`src/hw/rtl/fnmc_pkg.sv`:
```
// Shared constants, types and helpers for the four-neighbour mark counter.
package fnmc_pkg;

    localparam int MAX_COLUMNS = 128;
    localparam int MAX_ROWS    = 128;

    // Width of a configuration register and of the configuration index.
    localparam int CFG_W     = 8;
    localparam int CFG_IDX_W = 8;

    // Column position, and a count that can hold the column total itself.
    localparam int COL_W     = (MAX_COLUMNS > 1) ? $clog2(MAX_COLUMNS) : 1;
    localparam int COL_CNT_W = $clog2(MAX_COLUMNS + 1);
    localparam int ROW_CNT_W = $clog2(MAX_ROWS + 1);

    localparam int VALUE_W = 4;
    localparam int COUNT_W = 3;

    localparam logic [VALUE_W-1:0] MARK_VALUE = 4'd9;

    // Configuration register indexes.
    localparam logic [CFG_IDX_W-1:0] CFG_GRID_WIDTH  = 8'd0;
    localparam logic [CFG_IDX_W-1:0] CFG_GRID_HEIGHT = 8'd1;

    // Input item kinds.
    localparam logic MODE_CELL  = 1'b0;
    localparam logic MODE_FLUSH = 1'b1;

    // One entry of the two line buffers: the pending row and the row above it.
    typedef struct packed {
        logic prev;
        logic old;
    } t_line_bits;

    // Control handed from the counters to the line chain.
    typedef struct packed {
        logic             shift;
        logic [COL_W-1:0] last_col;
    } t_chain_ctrl;

    function automatic logic [COL_CNT_W-1:0] clamp_cols(input logic [CFG_W-1:0] v);
        logic [COL_CNT_W-1:0] res;
        if (v == '0) begin
            res = COL_CNT_W'(1);
        end else if (32'(v) > 32'(MAX_COLUMNS)) begin
            res = COL_CNT_W'(MAX_COLUMNS);
        end else begin
            res = COL_CNT_W'(v);
        end
        return res;
    endfunction

    function automatic logic [ROW_CNT_W-1:0] clamp_rows(input logic [CFG_W-1:0] v);
        logic [ROW_CNT_W-1:0] res;
        if (v == '0) begin
            res = ROW_CNT_W'(1);
        end else if (32'(v) > 32'(MAX_ROWS)) begin
            res = ROW_CNT_W'(MAX_ROWS);
        end else begin
            res = ROW_CNT_W'(v);
        end
        return res;
    endfunction

endpackage

```
`src/hw/rtl/fnmc_if.sv`:
```
// Handshake channel interfaces: cell input, result output and configuration writes.
interface fnmc_in_if;
    logic valid;
    logic ready;
    logic mode;
    logic cell_req;

    modport source (output valid, output mode, output cell_req, input ready);
    modport sink   (input valid, input mode, input cell_req, output ready);
endinterface

interface fnmc_out_if;
    logic       valid;
    logic       ready;
    logic [3:0] value;
    logic       row_end;
    logic       frame_end;

    modport source (output valid, output value, output row_end, output frame_end,
                    input ready);
    modport sink   (input valid, input value, input row_end, input frame_end,
                    output ready);
endinterface

interface fnmc_cfg_if;
    logic       valid;
    logic       ready;
    logic [7:0] index;
    logic [7:0] data;

    modport source (output valid, output index, output data, input ready);
    modport sink   (input valid, input index, input data, output ready);
endinterface

```
`src/hw/rtl/four_neighbor_mark_count.sv`:
```
// Top level: counters, neighbour count, output register and configuration registers.
//
// Cells of a binary grid arrive in raster order, one per item, and the block
// accepts one item every clock cycle with no gaps, as long as the result
// register is free or being emptied in the same cycle. A cell's result (9
// for a marked cell, else the number of marked up, down, left and right
// neighbours inside the grid) leaves on the cycle after the cell below it is
// accepted, so first-row items give none; after the last cell of the frame,
// one flush item per column drains the last row, the final result carrying
// frame_end. The two line buffers are a chain of one cell per column through
// which every accepted item that is not dropped shifts. Writing either size
// register restarts the frame; a cell item after a complete frame, or a flush
// item before one, is taken and dropped.
module four_neighbor_mark_count
    import fnmc_pkg::*;
(
    input  logic              i_clk,
    input  logic              i_rst_n,
    fnmc_in_if.sink           i_in,
    fnmc_out_if.source        o_out,
    fnmc_cfg_if.sink          i_cfg
);

    logic [CFG_W-1:0]     r_grid_width;
    logic [CFG_W-1:0]     r_grid_height;
    logic [ROW_CNT_W-1:0] r_row;
    logic [COL_W-1:0]     r_col;
    logic [COL_W-1:0]     r_flush;
    logic                 r_hold;
    logic                 r_out_valid;
    logic [VALUE_W-1:0]   r_out_value;
    logic                 r_out_row_end;
    logic                 r_out_frame_end;

    logic [COL_CNT_W-1:0] w_width;
    logic [ROW_CNT_W-1:0] w_height;
    logic                 w_in_acc;
    logic                 w_cfg_acc;
    logic                 w_is_cell;
    logic                 w_cell_ok;
    logic                 w_flush_ok;
    logic [COL_W-1:0]     w_pos;
    logic                 w_last;
    logic                 w_produce;
    logic                 w_up;
    logic                 w_down;
    logic                 w_left;
    logic                 w_right;
    logic [COUNT_W-1:0]   w_count;
    logic [VALUE_W-1:0]   w_value;
    t_line_bits           w_tap0;
    t_line_bits           w_tap1;
    t_line_bits           w_new;
    t_chain_ctrl          w_ctrl;

    assign w_width  = clamp_cols(r_grid_width);
    assign w_height = clamp_rows(r_grid_height);

    assign i_cfg.ready = 1'b1;
    assign w_cfg_acc   = i_cfg.valid && i_cfg.ready;

    assign i_in.ready = !r_out_valid || o_out.ready;
    assign w_in_acc   = i_in.valid && i_in.ready;

    assign w_is_cell  = (i_in.mode == MODE_CELL);
    assign w_cell_ok  = (r_row < w_height) && (COL_CNT_W'(r_col) < w_width);
    assign w_flush_ok = (r_row >= w_height) && (COL_CNT_W'(r_flush) < w_width);

    assign w_pos  = w_is_cell ? r_col : r_flush;
    assign w_last = (COL_CNT_W'(w_pos) + COL_CNT_W'(1)) == w_width;

    assign w_ctrl.shift    = w_in_acc && (w_is_cell ? w_cell_ok : w_flush_ok);
    assign w_ctrl.last_col = COL_W'(w_width - COL_CNT_W'(1));

    // The pending-row bit moves into the older row as the new cell replaces it.
    assign w_new.prev = w_is_cell && i_in.cell_req;
    assign w_new.old  = w_is_cell && w_tap0.prev;

    fnmc_line_chain u_chain (
        .i_clk (i_clk),
        .i_ctrl(w_ctrl),
        .i_new (w_new),
        .o_tap0(w_tap0),
        .o_tap1(w_tap1)
    );

    // During the flush there is no row below, and the row above exists only
    // when the grid has more than one row.
    assign w_up    = w_tap0.old && (w_is_cell ? (r_row > ROW_CNT_W'(1))
                                              : (w_height != ROW_CNT_W'(1)));
    assign w_down  = w_is_cell && i_in.cell_req;
    assign w_left  = (w_pos != '0) && r_hold;
    assign w_right = !w_last && w_tap1.prev;

    assign w_count = COUNT_W'(w_up) + COUNT_W'(w_down) + COUNT_W'(w_left)
                   + COUNT_W'(w_right);
    assign w_value = w_tap0.prev ? MARK_VALUE : VALUE_W'(w_count);

    assign w_produce = w_in_acc && (w_is_cell ? (w_cell_ok && (r_row != '0))
                                              : w_flush_ok);

    always_ff @(posedge i_clk) begin
        if (!i_rst_n) begin
            r_grid_width  <= CFG_W'(1);
            r_grid_height <= CFG_W'(1);
            r_row         <= '0;
            r_col         <= '0;
            r_flush       <= '0;
            r_hold        <= 1'b0;
            r_out_valid   <= 1'b0;
        end else begin
            if (w_produce) begin
                r_out_valid <= 1'b1;
            end else if (o_out.ready) begin
                r_out_valid <= 1'b0;
            end

            if (w_cfg_acc && (i_cfg.index == CFG_GRID_WIDTH ||
                              i_cfg.index == CFG_GRID_HEIGHT)) begin
                if (i_cfg.index == CFG_GRID_WIDTH) begin
                    r_grid_width <= i_cfg.data;
                end else begin
                    r_grid_height <= i_cfg.data;
                end
                r_row   <= '0;
                r_col   <= '0;
                r_flush <= '0;
                r_hold  <= 1'b0;
            end else if (w_ctrl.shift) begin
                r_hold <= w_tap0.prev;
                if (w_is_cell) begin
                    if (w_last) begin
                        r_col <= '0;
                        r_row <= r_row + ROW_CNT_W'(1);
                    end else begin
                        r_col <= r_col + COL_W'(1);
                    end
                end else begin
                    if (w_last) begin
                        r_row   <= '0;
                        r_col   <= '0;
                        r_flush <= '0;
                        r_hold  <= 1'b0;
                    end else begin
                        r_flush <= r_flush + COL_W'(1);
                    end
                end
            end
        end
    end

    always_ff @(posedge i_clk) begin
        if (w_produce) begin
            r_out_value     <= w_value;
            r_out_row_end   <= w_last;
            r_out_frame_end <= !w_is_cell && w_last;
        end
    end

    assign o_out.valid     = r_out_valid;
    assign o_out.value     = r_out_value;
    assign o_out.row_end   = r_out_row_end;
    assign o_out.frame_end = r_out_frame_end;

    a_frame_end_on_row_end: assert property (@(posedge i_clk) disable iff (!i_rst_n)
        r_out_valid && r_out_frame_end |-> r_out_row_end)
        else $error("frame_end without row_end");

    a_value_range: assert property (@(posedge i_clk) disable iff (!i_rst_n)
        r_out_valid |-> (r_out_value <= VALUE_W'(4) || r_out_value == MARK_VALUE))
        else $error("result value out of range");

    a_row_bound: assert property (@(posedge i_clk) disable iff (!i_rst_n)
        r_row <= w_height)
        else $error("row index beyond grid height");

    a_col_bound: assert property (@(posedge i_clk) disable iff (!i_rst_n)
        COL_CNT_W'(r_col) < w_width)
        else $error("column index beyond grid width");

    a_flush_restart: assert property (@(posedge i_clk) disable iff (!i_rst_n)
        w_produce && !w_is_cell && w_last && !w_cfg_acc |=> r_row == '0 && r_flush == '0)
        else $error("frame not restarted after last flush item");

endmodule

```
`src/hw/rtl/fnmc_cell.sv`:
```
// One cell of the line chain: holds one column of the pending row and the row above.
module fnmc_cell
    import fnmc_pkg::*;
(
    input  logic       i_clk,
    input  logic       i_shift,
    input  logic       i_load,
    input  t_line_bits i_new,
    input  t_line_bits i_next,
    output t_line_bits o_data
);

    t_line_bits r_data;

    // The entry cell takes the new item; every other cell takes its neighbour's.
    always_ff @(posedge i_clk) begin
        if (i_shift) begin
            r_data <= i_load ? i_new : i_next;
        end
    end

    assign o_data = r_data;

endmodule

```
`src/hw/rtl/fnmc_line_chain.sv`:
```
// Row of cells forming both line buffers as one variable-length shift chain.
module fnmc_line_chain
    import fnmc_pkg::*;
(
    input  logic        i_clk,
    input  t_chain_ctrl i_ctrl,
    input  t_line_bits  i_new,
    output t_line_bits  o_tap0,
    output t_line_bits  o_tap1
);

    t_line_bits w_cell [MAX_COLUMNS];

    // New data enters at cell (width - 1) and walks towards cell 0, so cell 0
    // always holds what entered one row length ago and cell 1 the entry after it.
    for (genvar g = 0; g < MAX_COLUMNS; g++) begin : g_cell
        t_line_bits w_next;
        if (g == MAX_COLUMNS - 1) begin : g_tail
            assign w_next = i_new;
        end else begin : g_body
            assign w_next = w_cell[g + 1];
        end

        fnmc_cell u_cell (
            .i_clk  (i_clk),
            .i_shift(i_ctrl.shift),
            .i_load (i_ctrl.last_col == COL_W'(g)),
            .i_new  (i_new),
            .i_next (w_next),
            .o_data (w_cell[g])
        );
    end

    assign o_tap0 = w_cell[0];

    if (MAX_COLUMNS > 1) begin : g_tap1
        assign o_tap1 = w_cell[1];
    end else begin : g_no_tap1
        assign o_tap1 = '0;
    end

endmodule
```
`src/flat_wrapper.sv`:
```
// flat-port wrapper written by rule: the top's interface ports become plain ports
module four_neighbor_mark_count_flat import fnmc_pkg::*;
  (i_clk, i_rst_n, i_in_valid, i_in_mode, i_in_cell_req, i_in_ready, o_out_valid, o_out_value, o_out_row_end, o_out_frame_end, o_out_ready, i_cfg_valid, i_cfg_index, i_cfg_data, i_cfg_ready);
  fnmc_in_if i_in_i ();
  fnmc_out_if o_out_i ();
  fnmc_cfg_if i_cfg_i ();
  input  logic i_clk;
  input  logic i_rst_n;
  input wire logic [$bits(i_in_i.valid)-1:0] i_in_valid;
  input wire logic [$bits(i_in_i.mode)-1:0] i_in_mode;
  input wire logic [$bits(i_in_i.cell_req)-1:0] i_in_cell_req;
  output wire logic [$bits(i_in_i.ready)-1:0] i_in_ready;
  output wire logic [$bits(o_out_i.valid)-1:0] o_out_valid;
  output wire logic [$bits(o_out_i.value)-1:0] o_out_value;
  output wire logic [$bits(o_out_i.row_end)-1:0] o_out_row_end;
  output wire logic [$bits(o_out_i.frame_end)-1:0] o_out_frame_end;
  input wire logic [$bits(o_out_i.ready)-1:0] o_out_ready;
  input wire logic [$bits(i_cfg_i.valid)-1:0] i_cfg_valid;
  input wire logic [$bits(i_cfg_i.index)-1:0] i_cfg_index;
  input wire logic [$bits(i_cfg_i.data)-1:0] i_cfg_data;
  output wire logic [$bits(i_cfg_i.ready)-1:0] i_cfg_ready;
  assign i_in_i.valid = i_in_valid;
  assign i_in_i.mode = i_in_mode;
  assign i_in_i.cell_req = i_in_cell_req;
  assign i_in_ready = i_in_i.ready;
  assign o_out_valid = o_out_i.valid;
  assign o_out_value = o_out_i.value;
  assign o_out_row_end = o_out_i.row_end;
  assign o_out_frame_end = o_out_i.frame_end;
  assign o_out_i.ready = o_out_ready;
  assign i_cfg_i.valid = i_cfg_valid;
  assign i_cfg_i.index = i_cfg_index;
  assign i_cfg_i.data = i_cfg_data;
  assign i_cfg_ready = i_cfg_i.ready;
  four_neighbor_mark_count u_core (.i_clk(i_clk), .i_rst_n(i_rst_n), .i_in(i_in_i), .o_out(o_out_i), .i_cfg(i_cfg_i));
endmodule
```
`config.mk`:
```
export PLATFORM = sky130hd
export DESIGN_NAME = four_neighbor_mark_count_flat
export DESIGN_NICKNAME = d
export VERILOG_FILES = /design/src/hw/rtl/fnmc_pkg.sv /design/src/hw/rtl/fnmc_if.sv /design/src/hw/rtl/four_neighbor_mark_count.sv /design/src/hw/rtl/fnmc_cell.sv /design/src/hw/rtl/fnmc_line_chain.sv /design/src/flat_wrapper.sv
export SDC_FILE = /design/constraint.sdc
export NUM_CORES = 1
export LEC_CHECK = 0
export ABC_AREA = 1
export BUFFER_PORTS_ARGS = -buffer_cell sky130_fd_sc_hd__buf_4
export CAP_MARGIN = 20
export CORE_ASPECT_RATIO = 2
export CORE_MARGIN = 2
export CORE_UTILIZATION = 45
export DETAILED_ROUTE_END_ITERATION = 7
export RECOVER_POWER = 100
export SLEW_MARGIN = 5
export SYNTH_ARGS = -nofsm -noshare
export SYNTH_HDL_FRONTEND = slang
export SYNTH_SLANG_ARGS = --single-unit
```
`constraint.sdc`:
```
create_clock -name i_clk -period 12.2 [get_ports i_clk]
set_input_delay 2.44 -clock i_clk [delete_from_list [all_inputs] [get_ports i_clk]]
set_output_delay 2.44 -clock i_clk [all_outputs]
set_load 0.005 [all_outputs]
```
# Word-level counts from Yosys, hierarchy flattened
# Index checks and enable logic that the tools add are counted.
# W data, S select, Z words.
# totals
register_bits,302
inputBits,23
output_inout_bits,9
wordCells,592
# classes
n_addsub,8
magnitude_cmp,7
n_eq_ne,130
muxes,147
n_bitwise,3
n_reduce_logical,30
# ops
cell,n
$eq A7 B7 Y1 const B,63
$mux W2,127
$eq A7 B6 Y1 const B,32
$eq A7 B5 Y1 const B,16
$eq A7 B4 Y1 const B,8
$mux W8,7
$mux W7,5
$eq A7 B3 Y1 const B,4
$logic_not A8 Y1,3
$gt A8 B8 Y1 const B,2
$lt A7 B8 Y1,2
$add A7 B1 Y7 const B,2
$eq A7 B2 Y1 const B,2
$logic_and A1 B1 Y1,13
$reduce_and A2 Y1,5
$add A7 B1 Y8 const B,1
$add A8 B1 Y8 const B,1
$eq A8 B1 Y1 const B,1
$eq A8 B8 Y1,1
$ge A8 B8 Y1,1
$gt A8 B1 Y1 const B,1
$lt A8 B8 Y1,1
$ne A8 B1 Y1 const B,1
$reduce_bool A8 Y1,1
14 further kinds,25

# Depth between registers and ports, before layout
# depth
depth_word,10
depth_mapped,20
mapped_depth_nobuf,19

# Modules after synthesis
# Synthesis repeated with hierarchy kept, for this count alone.
# hier_totals
hier_cells,1874
area_unflattened_um2,15426.0
# modules_own_cells
module,instances,cells_each,area_per_inst_um2,seq_area_each_um2
fnmc_cell,128,9,86.3,60.1
four_neighbor_mark_count,1,545,3673.5,980.9
fnmc_line_chain,1,177,701.9,0.0

# Worst setup path after synthesis
# No wires, ideal clock.
# synth_path
path_type,input-to-reg
from,in o_out_ready
to,"reg u_core.r_out_frame_end, in the netlist u_core.o_out.frame_end (enable)"
arrival_time_ps,6330
path_slack_ps,5545
stages,9
n_path_buf,1
path_cell_list,inv_1 -> nand2_1 -> nand2_1 -> a21oi_2 -> buf_4 -> nand2_1 -> inv_2 -> nand2_1 -> inv_1
# synth_between
elab_chain_cells,3
# synth_lines
item,line,text
start: declaration,flat_wrapper.sv:17,input wire logic [$bits(o_out_i.ready)-1:0] o_out_ready;
$logic_or A1 B1 Y1,four_neighbor_mark_count.sv:62,assign i_in.ready = !r_out_valid || o_out.ready;
net i_in_ready,flat_wrapper.sv:12,output wire logic [$bits(i_in_i.ready)-1:0] i_in_ready;
$logic_and A1 B1 Y1,four_neighbor_mark_count.sv:63,assign w_in_acc = i_in.valid && i_in.ready;
$logic_and A1 B1 Y1,four_neighbor_mark_count.sv:99,assign w_produce = w_in_acc && (w_is_cell ? (w_cell_ok && (r_row != '0))
net u_core.w_produce,four_neighbor_mark_count.sv:44,logic w_produce;
end signal: assignment,four_neighbor_mark_count.sv:156,r_out_frame_end <= !w_is_cell && w_last;
end: declaration,four_neighbor_mark_count.sv:33,logic r_out_frame_end;
# The timed path passes the listed nets, and every way through them passes these cells.
# A chain may end at the register's enable or synchronous reset.

# Worst setup path in the final report
# layout_path
from,in i_in_mode
to,"reg u_core.u_chain.g_cell[91].u_cell.r_data, in the netlist u_core.u_chain.g_cell[91].u_cell.o_data[0] (enable)"
# layout_between
elab_chain_cells,2
# layout_lines
item,line,text
start: declaration,flat_wrapper.sv:10,input wire logic [$bits(i_in_i.mode)-1:0] i_in_mode;
$mux W1,four_neighbor_mark_count.sv:72,assign w_ctrl.shift = w_in_acc && (w_is_cell ? w_cell_ok : w_flush_ok);
$logic_and A1 B1 Y1,four_neighbor_mark_count.sv:72,
net u_core.u_chain.g_cell[0].u_cell.i_shift,fnmc_cell.sv:6,"input logic i_shift,"
end signal: assignment,fnmc_cell.sv:18,r_data <= i_load ? i_new : i_next;
end: declaration,fnmc_cell.sv:13,t_line_bits r_data;
# The timed path passes the listed nets, and every way through them passes these cells.

==> qor.yml <==
fin_hold_ws_ns: 0.500
pwr-share-comb_pct: 24.3
htree_levels: 1
failed_checks: "capacitance limit, slew limit"
via_per_inst: 5.51
final_common_cell: "nand2_1"
ant_nets: 0
slew_violations: 339
clkSinkCount: 302
power.internal_uw: 2770
die_y_um: 258
ys_warn_count: 0
initial_utilization_pct: 45.5
finalSetupViolCount: 0
max_slew_margin_pct: -155
port_buffers: 30
synthesis.area_mm2: 0.0145
synth_ff_type: "edfxtp_1"
dieArea_mm2: 0.0339
ys_seq_elements: 302
seq_area_frac_synth_pct: 59.6
cts_resized: 0
ir_drop_uv: 276
areaGrowthSynthToFinish_pct: 10.0
drtPass1Iterations: 5
p_leak_uw: 0.00601
period_minus_slack_ns: 8.01
p_per_area_mw_per_mm2: 253
crit_path_end_kind: "flop"
cp.arrival_ns: 8.08
fillers: 2931
drtIter0Drc: 749
grt_antenna_before_repair: 0
clock_path_buffers: 3
final_cell_mix: "nand2_1, edfxtp_1, o21ai_0"
drc_errors: 0
min_path_type: "reg -> reg"
async_reset_ff_share_pct: 0
synth_cell_types: 47
status: "finished with violations"
num_io_pins: 32
grt_pass1_vias: 10889
wl_per_cell_um: 18.8
path_class: "in -> reg"
syn_inst: 1515
ff_latch_area_mm2: 0.00867
diodes: 0
fin_total_pwr_uw: 4050
via_count: 10873
cts_tree: "built"
grt.overflow.total: 0
critical_path_required_ns: 12.26
drive_above_1_share_pct: 9.57
dpl.hpwl_mm: 25.0
clk-insertion-delay-late_ns: 0.56
place_congestion: 0.995
finalSetupTns_ns: 0
core_area_mm2: 0.0320
cp_max_fo: 130
switchingPower_uw: 1280
grt_util_all_layers_pct: 21.9
power_frac_seq_pct: 53.0
clockRootBuffer: "clkbuf_16"
clock_skew_ns: 0.0170
numCtsBuffers: 28
swShare_pct: 31.7
fmaxAchievable_ghz: 0.125
multiInputGateArea_mm2: 0.00521
fp-row-count: 93
startpoint_type: "input pin"
die_w_um: 131
ff2ff_setup_slack_ns: 5.00
clockPowerShare_pct: 22.7
synth_edf_count: 262
postCtsHoldBufs: 0
synth.net_count: 1568
final_hold_viol_count: 0
clk_pin_slew_ns: 0.06
period_share_pct: 65.7
wl_mm: 37.1
rsz0062_at_grt: "false"
grt_max_degree: 131
drv_cap: 5
grt_pass1_wl_mm: 58.3
syn_avg_cell_area_um2: 9.60
worst_slew_pin_slew_ns: 3.83
fin_nets: 1577
post_cts_buffers: 0
[through the flow]
step | cells | util (%) | worst slack, ns | area, µm²
6_report | 1973 | 50.0 | 4.19 | 16000
3_3_place_gp | 1921 | 47.2 | 6.58 | 15100
5_1_grt | 1973 | 50.0 | 3.64 | 16000
3_5_place_dp | 1921 | 47.2 | 6.47 | 15100
4_1_cts | 1973 | 50.2 | 6.89 | 16100
2_1_floorplan | 1515 | - | 5.55 | 14500
[path summary, 6_finish.rpt]
check,depth (start not counted),startpoint,to
max,6,i_in_mode,u_core.u_chain.g_cell[91].u_cell.o_data[0]
min,2,u_core.r_grid_width[0],u_core.r_grid_width[0]
max reg2reg,16,u_core.r_grid_width[5],u_core.u_chain.g_cell[91].u_cell.o_data[0]
min reg2reg,2,u_core.r_grid_width[0],u_core.r_grid_width[0]
[cells in the mapped netlist, types with 2 or more instances]
library cell	number	share of area (%)
dfxtp_1	40	5.5
inv_1	83	2.1
nor4_1	6	0.26
nor3_1	10	0.34
inv_2	10	0.26
nor2_2	34	1.5
nand2_1	343	8.8
and3_1	3	0.13
clkbuf_1	35	0.90
xnor2_1	2	0.12
ha_1	29	2.5
edfxtp_1	262	54
nand2_2	18	0.77
o21ai_1	42	1.4
nor2_1	166	4.3
buf_6	3	0.23
a31oi_1	2	0.086
clkinv_1	5	0.13
o21ai_0	141	4.9
nor2_4	4	0.31
xor2_1	7	0.42
a211oi_1	7	0.36
nand4_1	50	2.1
a21oi_2	2	0.12
a21oi_1	118	4.1
nand3b_1	3	0.15
nand3_1	48	1.7
buf_4	10	0.52
buf_2	9	0.31
o21a_1	5	0.26
o21ai_2	2	0.12
[state kept, by name, summed over array words and instances (netlist names)]
| register | count |
|---|---|
| u_core.r_grid_height | 8 |
| u_core.r_flush | 7 |
| u_core.r_grid_width | 8 |
| u_core.o_out.frame_end | 1 |
| u_core.o_out.value | 4 |
| u_core.r_col | 7 |
| u_core.r_hold | 1 |
| u_core.o_out.row_end | 1 |
| u_core.u_chain.g_cell.u_cell.o_data | 256 |
| u_core.o_out.valid | 1 |
| u_core.r_row | 8 |
[layout make-up]
class | instances | area share [%]
Clock inverter | 17 | 1.06
Sequential cell | 302 | 54.2
Multi-Input combinational cell | 1057 | 32.6
Clock buffer | 35 | 4.93
Inverter | 98 | 2.35
Tap cell | 427 | 3.34
Timing Repair Buffer | 37 | 1.62
[critical path, stage by stage]
cell,delay (ns)
clkbuf_1,0.75
inv_1,0.55
nand2_1,0.59
nand2_1,0.27
inv_8,0.66
clkbuf_1,2.74
[cell families (layout without fill, tap and decap cells)]
family,after synthesis,in the layout,share of synthesized area [%]
simple gates,692,692,21.0
compound gates,325,325,11.7
flops,302,302,59.6
buf+inv,156,187,4.51
fa+ha+maj,30,30,2.63
xor+xnor,9,9,0.542
other cells,1,1,0.0258
[power by group through the flow]
stage | logic (µW) | registers [µW] | clock network (µW)
2_1_floorplan | 745 | 2100 | 0
3_5_place_dp | 1020 | 2130 | 0
3_3_place_gp | 990 | 2130 | 0
6_report | 985 | 2150 | 919
4_1_cts | 1020 | 2120 | 941
5_1_grt | 1130 | 2200 | 977
[per-layer routing]
metal / vias to the layer above / global-route usage, % / part of all wire [%]
met5: - / 0 / 0
met4: 0 / 13.9 / 6.3
met3: 105 / 2.64 / 3.9
met2: 274 / 41.4 / 54
met1: 5207 / 22.8 / 36
li1: 5287 / - / -
(Power assumes the default switching activity.)
